`config.mk`:
```
export PLATFORM = sky130hd
export DESIGN_NAME = avrtp_front
export DESIGN_NICKNAME = d
export VERILOG_FILES = /design/src/hw/rtl/avrtp_pkg.sv /design/src/hw/rtl/avrtp_front.sv
export SDC_FILE = /design/constraint.sdc
export NUM_CORES = 1
export LEC_CHECK = 0
export ABC_AREA = 1
export BUFFER_PORTS_ARGS = -buffer_cell sky130_fd_sc_hd__buf_2
export CAP_MARGIN = 5
export CORE_MARGIN = 3
export CORE_UTILIZATION = 56
export CTS_CLUSTER_DIAMETER = 60
export CTS_CLUSTER_SIZE = 25
export DETAILED_ROUTE_END_ITERATION = 10
export GPL_ROUTABILITY_DRIVEN = 1
export PLACE_DENSITY = 0.83
export SETUP_SLACK_MARGIN = 0.1
export SYNTH_ARGS = -nofsm -noshare
export SYNTH_HDL_FRONTEND = slang
export SYNTH_SLANG_ARGS = --single-unit
```
`constraint.sdc`:
```
create_clock -name clk -period 3.25 [get_ports clk]
set_input_delay 0.65 -clock clk [delete_from_list [all_inputs] [get_ports clk]]
set_output_delay 0.65 -clock clk [all_outputs]
set_load 0.03 [all_outputs]
```
`src/hw/rtl/avrtp_pkg.sv`:
```
`timescale 1ns / 1ps
package avrtp_pkg;

  localparam int UNIT_BYTES    = 65536;
  localparam int SEQ_HDR_BYTES = 512;
  localparam int PACKET_BYTES  = 2048;
  localparam int UNIT_CAP      = UNIT_BYTES + 8;
  localparam int OUT_CAP       = 2 + SEQ_HDR_BYTES + UNIT_CAP;

  localparam int PEND_AW = $clog2(UNIT_BYTES);
  localparam int UNIT_AW = $clog2(UNIT_CAP);
  localparam int OUT_AW  = $clog2(OUT_CAP);
  localparam int SEQ_AW  = $clog2(SEQ_HDR_BYTES);
  localparam int SEQ_CW  = $clog2(SEQ_HDR_BYTES + 1);
  localparam int CNT_W   = 17;
  localparam int PLEN_W  = 12;

  localparam logic [7:0] TD_HDR_BYTE  = 8'h12;
  localparam logic [7:0] TD_SIZE_BYTE = 8'h00;
  localparam logic [7:0] OBU_HAS_SIZE = 8'h02;
  localparam logic [3:0] OBU_SEQ_HDR  = 4'd1;
  localparam logic [3:0] OBU_TD       = 4'd2;

  typedef enum logic [1:0] {
    ACT_BYTE   = 2'd0,
    ACT_LOSS   = 2'd1,
    ACT_FINISH = 2'd2,
    ACT_READ   = 2'd3
  } action_t;

  typedef struct packed {
    action_t             act;
    logic [7:0]          data;
    logic                start;
    logic [PLEN_W-1:0]   plen;
    logic                lost;
  } item_t;

  typedef struct packed {
    logic [7:0]       out_byte;
    logic             out_valid;
    logic             out_last;
    logic             packet_ok;
    logic             unit_ready;
    logic [CNT_W-1:0] unit_length;
  } res_t;

endpackage

```
`src/hw/rtl/avrtp_front.sv`:
```
`timescale 1ns / 1ps
module avrtp_front (
  input  logic                clk,
  input  logic                rst,
  input  logic                s_tvalid,
  output logic                s_tready,
  input  logic [23:0]         s_tdata,
  output logic                q_valid,
  output avrtp_pkg::item_t    q_item,
  input  logic                q_pop
);

  avrtp_pkg::item_t slot [2];
  avrtp_pkg::item_t in_item;
  logic             wr_sel;
  logic             rd_sel;
  logic [1:0]       cnt;
  logic             push;
  logic [11:0]      raw_len;

  // decode the word and clamp the packet length into 1..PACKET_BYTES
  always_comb begin
    raw_len       = s_tdata[22:11];
    in_item.act   = avrtp_pkg::action_t'(s_tdata[1:0]);
    in_item.data  = s_tdata[9:2];
    in_item.start = s_tdata[10];
    in_item.lost  = s_tdata[23];
    if (raw_len == '0) begin
      in_item.plen = 12'd1;
    end else if (raw_len > 12'(avrtp_pkg::PACKET_BYTES)) begin
      in_item.plen = 12'(avrtp_pkg::PACKET_BYTES);
    end else begin
      in_item.plen = raw_len;
    end
  end

  assign s_tready = (cnt != 2'd2);
  assign q_valid  = (cnt != 2'd0);
  assign q_item   = slot[rd_sel];
  assign push     = s_tvalid && s_tready;

  always_ff @(posedge clk) begin
    if (push) begin
      slot[wr_sel] <= in_item;
    end
  end

  always_ff @(posedge clk) begin
    if (rst) begin
      wr_sel <= 1'b0;
      rd_sel <= 1'b0;
      cnt    <= 2'd0;
    end else begin
      if (push) begin
        wr_sel <= ~wr_sel;
      end
      if (q_pop) begin
        rd_sel <= ~rd_sel;
      end
      cnt <= cnt + 2'(push) - 2'(q_pop);
    end
  end

endmodule

```
==> metrics.txt <==
startpoint of the tightest hold check path rd_sel$_SDFFE_PP0P_; critical path buffer and inverter count 2; share of final-layout standard cells stronger than drive strength 1 46.7%; CTS Hold Bufs 0; run status finished clean; Initial DRC Count 58; die height about 69 um; Top Ports 54; CTS tree yes; most common cell after layout, fill and taps aside buf_2; instance count of the mapped netlist roughly 140; actual transition at the worst max-transition pin between 500 and 600 ps; biggest cell delay along the critical path around 400 ps; Power Density ~630 nW/um2; maxcap violations 0; placed inst area 2490 um2; post-synth design cell area ~2200 um2; average wire length per cell after detail routing between 15 and 20 um; proportion of total power due to net switching approximately 27%; number of buffers between clock root and the deepest sink 2; nature of the critical path endpoint output port; highest-count cells in the layout ignoring fill and taps buf_2 (53), edfxtp_1 (48), mux2_4 (20); antenna violations before repair 0; Worst Path Required 2600 ps; Hold Path Cell Cnt 2; floorplan die area ~4700 um2; post-route cell area roughly 2600 um2; Num Clock Sinks 53; Clk pin slew, worst setup/hold paths 90 ps; number of buffers inserted during clock tree synthesis 5; number of synthesis warnings 0; worst r2r path cells 5; Finish-stage setup viols 0; number of nets still failing antenna checks after routing 0; leakage power around 0.0011 uW; setup total negative slack 0 ps; largest net degree at the start of global routing 25; wire length of the first global-routing pass ~5300 um; residual overflow from global routing 0; buffers inserted by post-CTS timing repair 0; all-layer global routing usage 16.4%; arrival time reported for the critical path endpoint between 1500 and 2000 ps; element type at the critical path start flop; HPWL Detailed approximately 2700 um; worst vdd rail ir drop between 0.3 and 0.4 mV; number of levels the H-tree was split into 2; Unique masters post-synth 19; Combinational Power Share between 20% and 30%; global placer's final weighted congestion around 0.76; Hold Path Class flop to flop; critical register-to-register path startpoint cnt[0]$_SDFF_PP0_; Final Routed Wirelength approximately 3700 um; Initial DRT Pass Iterations 4; clock tree root driver cell clkbuf_8; peak clock frequency supported by timing ~0.45 GHz; total vias in the final route 1231; routed via count divided by cell count ~5.1; Crit Path Max Fanout 24; type of the worst setup path flop to output port; worst flop-to-flop path endpoint slot[0][5]$_DFFE_PP_; effective utilization at floorplan roughly three fifths; reported net switching power between 400 and 500 uW; Syn Area/Cell 16.2 um2; worst clock skew 2.86 ps; reg2reg setup slack 1510 ps; cell type group with the largest total delay on the critical path buffers and inverters; total of flip-flops plus latches after synthesis 53; total number of nets in the final design between 200 and 250; portion of total power attributed to the clock network a little over a quarter; setup repair after global routing missed its margin false; Synth-to-Final Area Change 18.4%; clock insertion delay at the later pin of the skew report 300 ps; share of synthesized area occupied by flip-flops and latches a little over two thirds; Critical Path Slowest Stage Cell mux2_2; CORE AREA around 3700 um2; final worst-path cycle share about 68%; Final Hold Fails 0; relative slew slack 66.5%; Antenna Cells 0; total count of max-transition violations in the final report 0; Period minus WS final around 2200 ps; ordered list of cells on the worst path buf_4 > mux2_2 > buf_2; chip width around 69 um; number of nets produced by synthesis 166; Remaining DRCs 0; portion of total power attributed to sequential cells about half; row count 22; input/output buffers 53; Internal Power ~1200 uW; vias in the first global route ~1200; number of gates resized after CTS 0
## final cells by class
type,instances,area [um2]
flip-flops and latches,53,1540
fillers,256,1110
multi-input cells,62,546
repair buffers,56,288
clock buffers,6,72.6
inverters,16,60.1
well taps,48,60.1
clock inverters,2,38.8
## tightest hold or removal path, stage by stage, from the launching register on
cell	delay, ps
dfxtp_1	330
xnor2_1	80
nor2_1	80
## per-stage QoR
stage	total power [uW]	util [%]	worst slack [ps]	cells	hold slack (ps)
2_1_floorplan	1130	-	1020	136	480
3_3_place_gp	1200	67.1	1350	235	502
3_5_place_dp	1220	67.1	1260	235	502
4_1_cts	1650	70.1	1020	243	522
5_1_grt	1700	70.1	972	243	522
6_report	1640	70.1	1040	243	525
## kinds of logic (layout without fill, tap and decap cells)
family | after synthesis | count (layout) | synth area share, %
flip-flops | 53 | 53 | 70.0
multiplexers | 24 | 24 | 15.7
AND/OR/NAND/NOR | 22 | 22 | 4.09
buffers and inverters | 21 | 80 | 5.45
AO/OA/AOI/OAI | 12 | 12 | 2.84
adder cells (fa/ha/maj) | 2 | 2 | 1.14
XOR/XNOR | 2 | 2 | 0.796
## state kept, by name, indices dropped and copies added (netlist names), named ones only
register  flops
cnt           2
rd_sel        1
slot         48
wr_sel        1
## synthesized netlist by cell type
master,instances,area share [%]
edfxtp_1,48,65
mux2_4,20,14
inv_1,16,2.7
nor2_1,12,2.0
a21oi_1,10,2.3
nand2_1,6,1.0
dfxtp_1,5,4.5
mux2_2,4,2.0
buf_12,2,1.8
ha_1,2,1.1
nor3_1,2,0.45
xnor2_1,2,0.80
a21o_1,1,0.34
buf_2,1,0.23
buf_6,1,0.51
clkbuf_1,1,0.17
nand2_2,1,0.28
nor2_2,1,0.28
o21ai_1,1,0.23
## power groups by stage
stage	Combinational (uW)	Sequential (uW)	Clock (uW)
after global placement	350	855	0
after CTS	362	845	439
after detailed placement	359	861	0
final	357	845	434
after global routing	384	851	464
after floorplan	275	854	0
## worst max-delay path by stage
stage	cells past startpoint	endpoint	slack, ps	start
6_report	3	q_item[0]	1040	flop
5_1_grt	3	q_item[0]	970	flop
4_1_cts	3	q_item[0]	1020	flop
3_5_place_dp	4	slot[0][10]$_DFFE_PP_	1260	s_tvalid
3_3_place_gp	4	slot[1][6]$_DFFE_PP_	1350	s_tvalid
2_1_floorplan	4	slot[1][0]$_DFFE_PP_	1020	cnt[0]$_SDFF_PP0_
## routing by layer
metal	up-vias	track usage, %	wire, um
met4	0	9.25	60
met3	5	4.38	251
met1	581	19.8	1490
met2	51	26.5	1870
met5	-	0	0
li1	594	-	-
No activity file was read; power rests on OpenSTA's default activity.
